$ cat src/sv/descriptor_slot_table_core_assert.svh
// ----------------------------------------------------------------------------
// Descriptor slot table assertion macros
// Shared property forms used by the descriptor slot table RTL.
// ----------------------------------------------------------------------------
`ifndef DESCRIPTOR_SLOT_TABLE_CORE_ASSERT_SVH
`define DESCRIPTOR_SLOT_TABLE_CORE_ASSERT_SVH

// Same-cycle implication, sampled on clk and off while arst_n is low.
`define DST_ASSERT_IMP(label, ante, cons, msg) \
	label: assert property (@(posedge clk) disable iff (!arst_n) (ante) |-> (cons)) \
		else $error(msg);

// Next-cycle implication, sampled on clk and off while arst_n is low.
`define DST_ASSERT_NXT(label, ante, cons, msg) \
	label: assert property (@(posedge clk) disable iff (!arst_n) (ante) |=> (cons)) \
		else $error(msg);

`endif

$ cat src/sv/dst_pkg.sv
// ----------------------------------------------------------------------------
// Descriptor slot table package
// Field widths, command and status codes, and sequencer states.
// ----------------------------------------------------------------------------
`default_nettype none

package dst_pkg;

	// Fixed field widths of the stream payloads.
	localparam int HANDLE_WIDTH   = 16;
	localparam int FLAGS_WIDTH    = 8;
	localparam int SLOT_WIDTH     = 9;
	localparam int RSLOT_WIDTH    = 8;
	localparam int IN_DATA_WIDTH  = 48;
	localparam int OUT_DATA_WIDTH = 40;

	// Close-on-exec bit position inside the flags word.
	localparam int CLOEXEC_BIT = 0;

	typedef enum logic [2:0] {
		CMD_LOOKUP  = 3'd0,
		CMD_READ    = 3'd1,
		CMD_WRITE   = 3'd2,
		CMD_CLOSE   = 3'd3,
		CMD_INSTALL = 3'd4,
		CMD_COPY    = 3'd5,
		CMD_FIND    = 3'd6,
		CMD_SWEEP   = 3'd7
	} cmd_t;

	typedef enum logic [1:0] {
		ST_OK    = 2'd0,
		ST_BADF  = 2'd1,
		ST_INVAL = 2'd2,
		ST_MFILE = 2'd3
	} status_t;

	typedef enum logic [2:0] {
		S_IDLE,
		S_EXEC,
		S_SCAN,
		S_SWEEP_RD,
		S_SWEEP_CK
	} state_t;

endpackage

`default_nettype wire

$ cat src/sv/dst_ram.sv
// ----------------------------------------------------------------------------
// Descriptor slot table RAM
// Simple dual-port memory: one write port, one read port with registered data.
// ----------------------------------------------------------------------------
`default_nettype none

module dst_ram #(
	parameter int DEPTH = 64,
	parameter int WIDTH = 8
) (
	input  logic                     clk,
	input  logic                     wr_en,
	input  logic [$clog2(DEPTH)-1:0] wr_addr,
	input  logic [WIDTH-1:0]         wr_data,
	input  logic [$clog2(DEPTH)-1:0] rd_addr,
	output logic [WIDTH-1:0]         rd_data
);

	logic [WIDTH-1:0] mem_q [DEPTH];

	// Write port.
	always_ff @(posedge clk) begin
		if (wr_en) begin
			mem_q[wr_addr] <= wr_data;
		end
	end

	// Read port, data registered; a read in the cycle of a write sees the old word.
	always_ff @(posedge clk) begin
		rd_data <= mem_q[rd_addr];
	end

endmodule

`default_nettype wire

$ cat src/sv/descriptor_slot_table_core.sv
// ----------------------------------------------------------------------------
// Descriptor slot table core
// Fixed table of descriptor slots with lookup, flag access, close, install,
// copy, lowest-free search and close-on-exec sweep, one command per transaction.
// ----------------------------------------------------------------------------
//
// Channel   Direction  Width  Contents (lowest bit first)
// s_axis    in         48     command, slot, dest_slot, handle, flag_value
// m_axis    out        40     status, result_slot, handle_out, flags_out
//
// Lookup, read, write, close, copy and install at a given slot load the result
// register from the execute state that follows acceptance, then return to idle.
// Find free and install at the lowest free slot step one slot per cycle through
// the shared scan counter in the scan state, which loads the result register.
// Sweep reads the flags RAM once per slot, in a read state and a check state per slot.
// Reset clears valid and flags-written bits at once; no clearing pass is needed.
// The input is ready only in idle; a stalled output holds the final step.
`default_nettype none

module descriptor_slot_table_core #(
	parameter int TABLE_DEPTH = 64
) (
	input  logic                                 clk,
	input  logic                                 arst_n,
	input  logic                                 s_axis_tvalid,
	output logic                                 s_axis_tready,
	// command[2:0], slot[11:3], dest_slot[20:12], handle[36:21],
	// flag_value[44:37], zero pad[47:45]
	input  logic [dst_pkg::IN_DATA_WIDTH-1:0]    s_axis_tdata,
	output logic                                 m_axis_tvalid,
	input  logic                                 m_axis_tready,
	// status[1:0], result_slot[9:2], handle_out[25:10], flags_out[33:26],
	// zero pad[39:34]
	output logic [dst_pkg::OUT_DATA_WIDTH-1:0]   m_axis_tdata
);

	import dst_pkg::*;

	`include "descriptor_slot_table_core_assert.svh"

	localparam int IDX_W = $clog2(TABLE_DEPTH);
	localparam logic [SLOT_WIDTH-1:0] SLOT_DEPTH = SLOT_WIDTH'(TABLE_DEPTH);
	localparam logic [SLOT_WIDTH-1:0] SLOT_PICK  = '1;
	localparam logic [IDX_W-1:0]      LAST_IDX   = IDX_W'(TABLE_DEPTH - 1);
	localparam int OUT_PAD = OUT_DATA_WIDTH - 2 - RSLOT_WIDTH - HANDLE_WIDTH - FLAGS_WIDTH;

	// Sequencer and latched command.
	state_t                  state_q, state_d;
	cmd_t                    cmd_q;
	logic [SLOT_WIDTH-1:0]   slot_q, dest_q;
	logic [HANDLE_WIDTH-1:0] handle_q;
	logic [FLAGS_WIDTH-1:0]  flag_q;
	logic [IDX_W-1:0]        idx_q;

	// Per-slot flip-flop state.
	logic [TABLE_DEPTH-1:0]  slot_valid_q;
	logic [TABLE_DEPTH-1:0]  flags_wr_q;

	// Output register.
	logic                      out_valid_q;
	logic [OUT_DATA_WIDTH-1:0] out_data_q;

	// Input fields.
	logic [SLOT_WIDTH-1:0]   in_slot;
	logic                    accept;
	logic                    out_free;
	logic                    slot_ok, dest_ok;
	logic [IDX_W-1:0]        slot_idx, dest_idx;
	logic                    scan_last;

	// RAM ports.
	logic [IDX_W-1:0]        rd_addr;
	logic [HANDLE_WIDTH-1:0] rd_handle;
	logic [FLAGS_WIDTH-1:0]  rd_flags;
	logic                    wr_en_h, wr_en_f;
	logic [HANDLE_WIDTH-1:0] wr_handle;
	logic [FLAGS_WIDTH-1:0]  wr_flags;

	// Entry update controls; every write of one cycle targets ent_idx.
	logic [IDX_W-1:0]        ent_idx;
	logic                    vld_we, vld_val, fw_we, fw_val;
	logic                    idx_ld, idx_inc;
	logic [IDX_W-1:0]        idx_ld_val;

	// Result of the finishing step.
	logic                    res_load;
	status_t                 res_status;
	logic [RSLOT_WIDTH-1:0]  res_slot;
	logic [HANDLE_WIDTH-1:0] res_handle;
	logic [FLAGS_WIDTH-1:0]  res_flags;

	// Handshake and decode of the latched fields.
	assign in_slot       = s_axis_tdata[11:3];
	assign s_axis_tready = (state_q == S_IDLE);
	assign accept        = s_axis_tvalid && s_axis_tready;
	assign out_free      = !out_valid_q || m_axis_tready;
	assign slot_ok       = !slot_q[SLOT_WIDTH-1] && (slot_q < SLOT_DEPTH);
	assign dest_ok       = !dest_q[SLOT_WIDTH-1] && (dest_q < SLOT_DEPTH);
	assign slot_idx      = slot_q[IDX_W-1:0];
	assign dest_idx      = dest_q[IDX_W-1:0];
	assign scan_last     = (idx_q == LAST_IDX);

	// Read address: the incoming slot in idle so data is ready in execute.
	always_comb begin
		case (state_q)
			S_IDLE:  rd_addr = in_slot[IDX_W-1:0];
			S_EXEC:  rd_addr = slot_idx;
			default: rd_addr = idx_q;
		endcase
	end

	dst_ram #(
		.DEPTH (TABLE_DEPTH),
		.WIDTH (HANDLE_WIDTH)
	) u_handle_ram (
		.clk     (clk),
		.wr_en   (wr_en_h),
		.wr_addr (ent_idx),
		.wr_data (wr_handle),
		.rd_addr (rd_addr),
		.rd_data (rd_handle)
	);

	dst_ram #(
		.DEPTH (TABLE_DEPTH),
		.WIDTH (FLAGS_WIDTH)
	) u_flags_ram (
		.clk     (clk),
		.wr_en   (wr_en_f),
		.wr_addr (ent_idx),
		.wr_data (wr_flags),
		.rd_addr (rd_addr),
		.rd_data (rd_flags)
	);

	// Next-state logic.
	always_comb begin
		state_d = state_q;
		case (state_q)
			S_IDLE: begin
				if (accept) state_d = S_EXEC;
			end
			S_EXEC: begin
				case (cmd_q)
					CMD_INSTALL: begin
						if (slot_q == SLOT_PICK) state_d = S_SCAN;
						else if (out_free)       state_d = S_IDLE;
					end
					CMD_FIND: begin
						if (slot_ok)       state_d = S_SCAN;
						else if (out_free) state_d = S_IDLE;
					end
					CMD_SWEEP: state_d = S_SWEEP_RD;
					default: begin
						if (out_free) state_d = S_IDLE;
					end
				endcase
			end
			S_SCAN: begin
				if ((!slot_valid_q[idx_q] || scan_last) && out_free) state_d = S_IDLE;
			end
			S_SWEEP_RD: state_d = S_SWEEP_CK;
			S_SWEEP_CK: begin
				if (!scan_last)    state_d = S_SWEEP_RD;
				else if (out_free) state_d = S_IDLE;
			end
			default: state_d = S_IDLE;
		endcase
	end

	// Output logic: table updates, scan counter control and result.
	always_comb begin
		res_load   = 1'b0;
		res_status = ST_OK;
		res_slot   = '0;
		res_handle = '0;
		res_flags  = '0;
		wr_en_h    = 1'b0;
		wr_en_f    = 1'b0;
		wr_handle  = handle_q;
		wr_flags   = flag_q;
		ent_idx    = slot_idx;
		vld_we     = 1'b0;
		vld_val    = 1'b0;
		fw_we      = 1'b0;
		fw_val     = 1'b0;
		idx_ld     = 1'b0;
		idx_ld_val = '0;
		idx_inc    = 1'b0;
		case (state_q)
			S_EXEC: begin
				case (cmd_q)
					CMD_LOOKUP: begin
						res_load = out_free;
						if (slot_ok && slot_valid_q[slot_idx]) res_handle = rd_handle;
						else                                    res_status = ST_BADF;
					end
					CMD_READ: begin
						res_load = out_free;
						if (slot_ok) begin
							if (flags_wr_q[slot_idx]) res_flags = rd_flags;
						end else begin
							res_status = ST_BADF;
						end
					end
					CMD_WRITE: begin
						res_load = out_free;
						if (slot_ok) begin
							wr_en_f = out_free;
							fw_we   = out_free;
							fw_val  = 1'b1;
						end else begin
							res_status = ST_BADF;
						end
					end
					CMD_CLOSE: begin
						res_load = out_free;
						if (slot_ok && slot_valid_q[slot_idx]) begin
							vld_we = out_free;
						end else begin
							res_status = ST_BADF;
						end
					end
					CMD_INSTALL: begin
						if (slot_q == SLOT_PICK) begin
							idx_ld = 1'b1;
						end else begin
							res_load = out_free;
							if (slot_ok) begin
								// Flags read as zero once the flags-written bit drops.
								wr_en_h  = out_free;
								vld_we   = out_free;
								vld_val  = 1'b1;
								fw_we    = out_free;
								res_slot = RSLOT_WIDTH'(slot_idx);
							end else begin
								res_status = ST_BADF;
							end
						end
					end
					CMD_COPY: begin
						res_load = out_free;
						ent_idx  = dest_idx;
						if (slot_ok && dest_ok && slot_valid_q[slot_idx]) begin
							wr_en_h   = out_free;
							wr_en_f   = out_free;
							wr_handle = rd_handle;
							wr_flags  = rd_flags;
							vld_we    = out_free;
							vld_val   = 1'b1;
							fw_we     = out_free;
							fw_val    = flags_wr_q[slot_idx];
						end else begin
							res_status = ST_BADF;
						end
					end
					CMD_FIND: begin
						if (slot_q[SLOT_WIDTH-1]) begin
							res_load   = out_free;
							res_status = ST_INVAL;
						end else if (!slot_ok) begin
							res_load   = out_free;
							res_status = ST_MFILE;
						end else begin
							idx_ld     = 1'b1;
							idx_ld_val = slot_idx;
						end
					end
					default: begin
						idx_ld = 1'b1;
					end
				endcase
			end
			S_SCAN: begin
				ent_idx = idx_q;
				if (!slot_valid_q[idx_q]) begin
					res_load = out_free;
					res_slot = RSLOT_WIDTH'(idx_q);
					if (cmd_q == CMD_INSTALL) begin
						wr_en_h = out_free;
						vld_we  = out_free;
						vld_val = 1'b1;
						fw_we   = out_free;
					end
				end else if (scan_last) begin
					res_load   = out_free;
					res_status = ST_MFILE;
				end else begin
					idx_inc = 1'b1;
				end
			end
			S_SWEEP_CK: begin
				// Close a valid slot whose stored flags carry close-on-exec.
				ent_idx = idx_q;
				if (slot_valid_q[idx_q] && flags_wr_q[idx_q] && rd_flags[CLOEXEC_BIT]) begin
					vld_we = 1'b1;
				end
				if (scan_last) res_load = out_free;
				else           idx_inc  = 1'b1;
			end
			default: begin
				res_load = 1'b0;
			end
		endcase
	end

	// Sequencer state and scan counter.
	always_ff @(posedge clk or negedge arst_n) begin
		if (!arst_n) begin
			state_q <= S_IDLE;
			idx_q   <= '0;
		end else begin
			state_q <= state_d;
			if (idx_ld)       idx_q <= idx_ld_val;
			else if (idx_inc) idx_q <= idx_q + 1'b1;
		end
	end

	// Command capture on an accepted transaction.
	always_ff @(posedge clk) begin
		if (accept) begin
			cmd_q    <= cmd_t'(s_axis_tdata[2:0]);
			slot_q   <= in_slot;
			dest_q   <= s_axis_tdata[20:12];
			handle_q <= s_axis_tdata[36:21];
			flag_q   <= s_axis_tdata[44:37];
		end
	end

	// Valid and flags-written bits.
	always_ff @(posedge clk or negedge arst_n) begin
		if (!arst_n) begin
			slot_valid_q <= '0;
			flags_wr_q   <= '0;
		end else begin
			if (vld_we) slot_valid_q[ent_idx] <= vld_val;
			if (fw_we)  flags_wr_q[ent_idx]   <= fw_val;
		end
	end

	// Output register.
	always_ff @(posedge clk or negedge arst_n) begin
		if (!arst_n) begin
			out_valid_q <= 1'b0;
		end else if (res_load) begin
			out_valid_q <= 1'b1;
		end else if (m_axis_tready) begin
			out_valid_q <= 1'b0;
		end
	end

	always_ff @(posedge clk) begin
		if (res_load) begin
			out_data_q <= {{OUT_PAD{1'b0}}, res_flags, res_handle, res_slot, res_status};
		end
	end

	assign m_axis_tvalid = out_valid_q;
	assign m_axis_tdata  = out_data_q;

	// Assertions.
	`DST_ASSERT_NXT(a_accept_exec, accept, state_q == S_EXEC, "accepted transaction did not enter execute")
	`DST_ASSERT_IMP(a_out_from_seq, $rose(m_axis_tvalid), $past(res_load), "result appeared without a finishing step")
	`DST_ASSERT_NXT(a_install_valid, res_load && (cmd_q == CMD_INSTALL) && (res_status == ST_OK), slot_valid_q[$past(ent_idx)], "installed slot not marked valid")
	`DST_ASSERT_IMP(a_scan_cmd, state_q == S_SCAN, (cmd_q == CMD_INSTALL) || (cmd_q == CMD_FIND), "free-slot scan running for a wrong command")

endmodule

`default_nettype wire

$ cat config.mk
export PLATFORM = sky130hd
export DESIGN_NAME = descriptor_slot_table_core
export DESIGN_NICKNAME = d
export VERILOG_FILES = /design/src/sv/dst_pkg.sv /design/src/sv/dst_ram.sv /design/src/sv/descriptor_slot_table_core.sv
export VERILOG_INCLUDE_DIRS = /design/src /design/src/sv
export SDC_FILE = /design/constraint.sdc
export NUM_CORES = 2
export LEC_CHECK = 0
export ABC_AREA = 0
export BUFFER_PORTS_ARGS = -buffer_cell sky130_fd_sc_hd__buf_2
export CORE_ASPECT_RATIO = 0.75
export CORE_MARGIN = 5
export CORE_UTILIZATION = 63
export DETAILED_ROUTE_END_ITERATION = 6
export PLACE_DENSITY = 0.86
export RECOVER_POWER = 50
export SLEW_MARGIN = 20
export SYNTH_ARGS = -nofsm -noshare
export SYNTH_HDL_FRONTEND = slang
export SYNTH_SLANG_ARGS = --single-unit
$ cat constraint.sdc
create_clock -name clk -period 5.7 [get_ports clk]
set_clock_uncertainty 0.2 [all_clocks]
set_input_delay 0.57 -clock clk [delete_from_list [all_inputs] [get_ports clk]]
set_output_delay 0.57 -clock clk [all_outputs]
set_load 0.01 [all_outputs]
==> flow_results.xml <==
<?xml version="1.0" encoding="UTF-8"?>
<metrics>
  <group name="clock_network">
    <metric name="worstSkewPairLatency" unit="ns">0.81</metric>
    <metric name="clock_sinks" unit="">1775</metric>
    <metric name="max-clock-path-buffers" unit="">3</metric>
    <metric name="h-tree-depth" unit="">4</metric>
    <metric name="clockRootBuffer" unit="">clkbuf_16</metric>
    <metric name="numCtsBuffers" unit="">162</metric>
    <metric name="clock_tree_from_tritoncts" unit="">done</metric>
    <metric name="cts.clk_slew.worst_paths" unit="ns">0.07</metric>
    <metric name="post_cts_repair_resize_count" unit="">0</metric>
  </group>
  <group name="synth">
    <metric name="yosys_warnings" unit="">0</metric>
    <metric name="post_synth_main_area_contributors" unit="">edfxtp_1, mux4_2, mux2i_1</metric>
    <metric name="sequential_to_total_area_share_from_yosys_stat" unit="%">72.3</metric>
    <metric name="synth_edf_count" unit="">1613</metric>
    <metric name="post_synth_instance_area" unit="mm^2">0.0725</metric>
    <metric name="syn_inst" unit="">3719</metric>
    <metric name="synth_seq_cells" unit="">1775</metric>
    <metric name="postSynth.topFlopCell" unit="">edfxtp_1</metric>
    <metric name="yosysTopAreaCellShare" unit="%">66.8</metric>
    <metric name="synthArstFlopShare" unit="%">7.77</metric>
    <metric name="synth_area_per_cell" unit="um^2">19.5</metric>
    <metric name="synth_area_leader_cell" unit="">edfxtp_1</metric>
    <metric name="yosysUniqueCellTypes" unit="">64</metric>
  </group>
  <group name="worst_setup_path">
    <metric name="r2r_cells" unit="">8</metric>
    <metric name="cp-start-kind" unit="">flip-flop</metric>
    <metric name="crit_chain" unit="">clkbuf_1, o211a_1, a221o_1, nand2b_1, nor2_1, clkbuf_1, nand2_1, nor2_1</metric>
    <metric name="timing.rr.start" unit="">slot_q[1]</metric>
    <metric name="setup.reg_to_reg.worst_slack" unit="ns">0.25</metric>
    <metric name="cpMaxStageDelayCell" unit="">clkbuf_1</metric>
    <metric name="slowest_delay" unit="ns">1.02</metric>
    <metric name="setup.worst_path.class" unit="">reg2reg</metric>
    <metric name="worstPathArrival" unit="ns">5.65</metric>
    <metric name="crit_required" unit="ns">5.90</metric>
    <metric name="capturing_point_of_the_worst_reg2reg_path" unit="">u_flags_ram.mem_q[30][1]</metric>
    <metric name="cp-end-kind" unit="">flip-flop</metric>
    <metric name="crit_start" unit="">slot_q[1]</metric>
    <metric name="crit_path_max_fanout" unit="">20</metric>
  </group>
  <group name="floorplanning">
    <metric name="initial_utilization" unit="%">63.6</metric>
    <metric name="row_count" unit="">107</metric>
    <metric name="fp.dieArea" unit="mm^2">0.122</metric>
    <metric name="core_area" unit="mm^2">0.114</metric>
    <metric name="top_level_ports" unit="">94</metric>
    <metric name="fp.dieH" unit="um">304</metric>
    <metric name="floorplan.die.width" unit="um">402</metric>
  </group>
  <group name="power">
    <metric name="leakage" unit="nW">27.1</metric>
    <metric name="power_density" unit="mW/mm^2">528</metric>
    <metric name="highest_ir_drop_seen_on_vdd" unit="mV">0.542</metric>
  </group>
  <group name="cells_and_area">
    <metric name="utilization" unit="%">71.1</metric>
    <metric name="drive_above_1_share" unit="%">23.6</metric>
    <metric name="multiInputGateArea" unit="mm^2">0.0191</metric>
    <metric name="syn2layout_area_growth" unit="%">11.8</metric>
    <metric name="num-fill-cells" unit="">6290</metric>
    <metric name="final_nets" unit="">4007</metric>
    <metric name="finalNonFillerCells" unit="">5618</metric>
    <metric name="sequential_cell_area" unit="mm^2">0.0524</metric>
  </group>
  <group name="timing">
    <metric name="relSlewSlack" unit="%">-60.8</metric>
    <metric name="fmax" unit="MHz">183</metric>
    <metric name="tns" unit="ns">0</metric>
    <metric name="final_min_period_over_clock_period" unit="%">95.6</metric>
    <metric name="final.min_clock_period" unit="ns">5.45</metric>
    <metric name="report.final.hold_viol_count" unit="">0</metric>
    <metric name="finalMaxSlewViolations" unit="">900</metric>
    <metric name="timing.final.setup_violations" unit="">0</metric>
    <metric name="worst_slew_pin_slew" unit="ns">2.41</metric>
    <metric name="hold_ws" unit="ns">0.298</metric>
    <metric name="setup_repair_after_global_routing_missed_its_margin" unit="">false</metric>
  </group>
  <group name="min_path">
    <metric name="hold-path-endpoint" unit="">dest_q[4]</metric>
    <metric name="hold_depth" unit="">2</metric>
    <metric name="worst_hold_path_type" unit="">in2reg</metric>
    <metric name="worst_hold_startpoint" unit="">s_axis_tdata[16]</metric>
  </group>
  <group name="grt">
    <metric name="grt_usage" unit="%">31.5</metric>
    <metric name="vias_in_the_first_global_route" unit="">39700</metric>
    <metric name="met1_usage" unit="%">44.8</metric>
    <metric name="use_met3" unit="%">9.58</metric>
    <metric name="antenna_found_initial" unit="">4</metric>
    <metric name="globalRoute.busiestLayer" unit="">met2</metric>
    <metric name="maximum_number_of_pins_on_one_net_before_global_route_repair" unit="">120</metric>
    <metric name="globalRouteOverflowTotal" unit="">0</metric>
    <metric name="grt_pass1_wl" unit="um">278000</metric>
    <metric name="grt_util_met2" unit="%">47.4</metric>
  </group>
  <group name="drt">
    <metric name="drt_iter0_drcs" unit="">6862</metric>
    <metric name="drt_first_pass_iters" unit="">7</metric>
    <metric name="post_drt_via_cell_ratio" unit="">7.10</metric>
    <metric name="route.antenna.remaining_nets" unit="">0</metric>
    <metric name="post_route_wl" unit="um">192000</metric>
    <metric name="route.vias.total" unit="">39900</metric>
    <metric name="route.detailed.drc" unit="">16</metric>
    <metric name="wl_per_cell" unit="um">34.2</metric>
  </group>
  <group name="place">
    <metric name="gp_routability_congestion" unit="">0.924</metric>
    <metric name="port_buffers" unit="">82</metric>
    <metric name="dp_cells" unit="">5268</metric>
    <metric name="dpl.hpwl" unit="um">111000</metric>
  </group>
  <group name="status">
    <metric name="violations_in_the_final_reports" unit="">DRC, capacitance limit, slew limit</metric>
    <metric name="run_status" unit="">finished with violations</metric>
  </group>
  <group name="job">
    <metric name="maxCapViolCount" unit="">17</metric>
  </group>
</metrics>
## state kept, by name (all words and copies together), names as in the netlist
register / cells
u_handle_ram.mem_q: 1024
slot_q: 9
slot_valid_q: 64
handle_q: 16
u_flags_ram.mem_q: 512
flag_q: 8
u_flags_ram.rd_data: 8
state_q: 3
dest_q: 9
m_axis_tdata: 32
idx_q: 6
cmd_q: 3
m_axis_tvalid: 1
flags_wr_q: 64
u_handle_ram.rd_data: 16
## synthesized netlist by cell type, drive strengths merged (26+ instances only)
cell type  instances
a21oi            200
mux4             431
buf              146
nor2             218
nand2            116
mux2i            397
mux2              96
and2              37
clkbuf            94
edfxtp          1613
dfrtp            138
nand3             26
## area by class of cell
cell class | count | share of cell area (%)
antenna | 2 | 0.00618
clock buffer | 212 | 5.50
clock inverter | 88 | 1.09
inverter | 4 | 0.0185
multi-input combinational | 1707 | 23.5
sequential | 1775 | 64.7
tap | 1526 | 2.36
timing repair buffer | 304 | 2.85
## report_power, final
| part | internal, W | leakage (nW) | total, W | switching [W] |
|---|---|---|---|---|
| Sequential | 0.0153 | 16.6 | 0.0157 | 0.000409 |
| Combinational | 0.00632 | 7.91 | 0.0160 | 0.00973 |
| Clock | 0.00618 | 2.59 | 0.0110 | 0.00486 |
## per-layer routing
metal | up-vias | share of wire (%)
li1 | 15500 | -
met1 | 20300 | 35
met2 | 3573 | 46
met3 | 500 | 15
met4 | 8 | 3.8
met5 | - | 0.065
## worst max-delay path, delay by kind of cell, from the launching register on
kind                   cells  cell delay, ns
AO/OA/AOI/OAI              2            0.65
buffers and inverters      2            1.65
AND/OR/NAND/NOR            4            1.58
flip-flops                 1            0.96
## what timing repair did
item | 4_1_cts | 5_1_grt
endpoints found under the hold margin | 137 | 0
buffers inserted | 0 | 0
hold buffers | 48 | 0
## kinds of logic after synthesis
| family | synth area share (%) |
|---|---|
| adders and majority gates | 0.0173 |
| other | 0.00517 |
| AOI/OAI and AO/OA | 2.82 |
| buffers and inverters | 1.67 |
| muxes | 20.4 |
| DFF | 72.3 |
| xor gates and xnor gates | 0.0121 |
| and+or+nand+nor | 2.86 |
## how the worst max path moves through the flow
stage	to	cells past startpoint
finish	u_flags_ram.mem_q[30][1]	8
CTS	u_flags_ram.mem_q[16][3]	6
global placement	u_handle_ram.mem_q[17][7]	10
floorplan	m_axis_tdata[0]	9
detailed placement	u_handle_ram.mem_q[16][10]	10
global route	u_flags_ram.rd_data[7]	11
## cell usage in the layout, fill, tap and decap left out, types with 12 or more instances in the layout
master | Yosys | final
buf_12 | 0 | 22
nor3_1 | 14 | 14
edfxtp_1 | 1613 | 1613
nand3_1 | 26 | 25
dlygate4sd3_1 | 0 | 48
a221oi_1 | 12 | 12
mux2_1 | 68 | 84
buf_4 | 12 | 121
clkbuf_16 | 0 | 167
bufinv_16 | 0 | 14
a21oi_1 | 138 | 138
buf_2 | 83 | 28
a22o_1 | 12 | 12
dfrtp_1 | 138 | 137
clkbuf_1 | 93 | 106
mux2_2 | 28 | 12
nand2_1 | 116 | 115
o21ai_0 | 14 | 14
dfxtp_1 | 24 | 24
nor2_1 | 218 | 210
mux2i_1 | 397 | 397
clkinv_2 | 0 | 24
and2_1 | 37 | 12
mux4_2 | 431 | 431
and2_0 | 0 | 25
a21oi_2 | 62 | 60
clkinv_1 | 0 | 24
clkbuf_2 | 1 | 13
## through the flow
| step | instance area [um^2] | setup slack, ns | total power [W] |
|---|---|---|---|
| 3_5_place_dp | 75400 | 1.05 | 0.0312 |
| 3_3_place_gp | 75400 | 1.13 | 0.0306 |
| 4_1_cts | 81200 | 0.853 | 0.0423 |
| 6_report | 81000 | 0.249 | 0.0428 |
| 5_1_grt | 81000 | 0.315 | 0.0440 |
| 2_1_floorplan | 72500 | 1.59 | 0.0259 |
No activity file was read; power rests on OpenSTA's default activity.
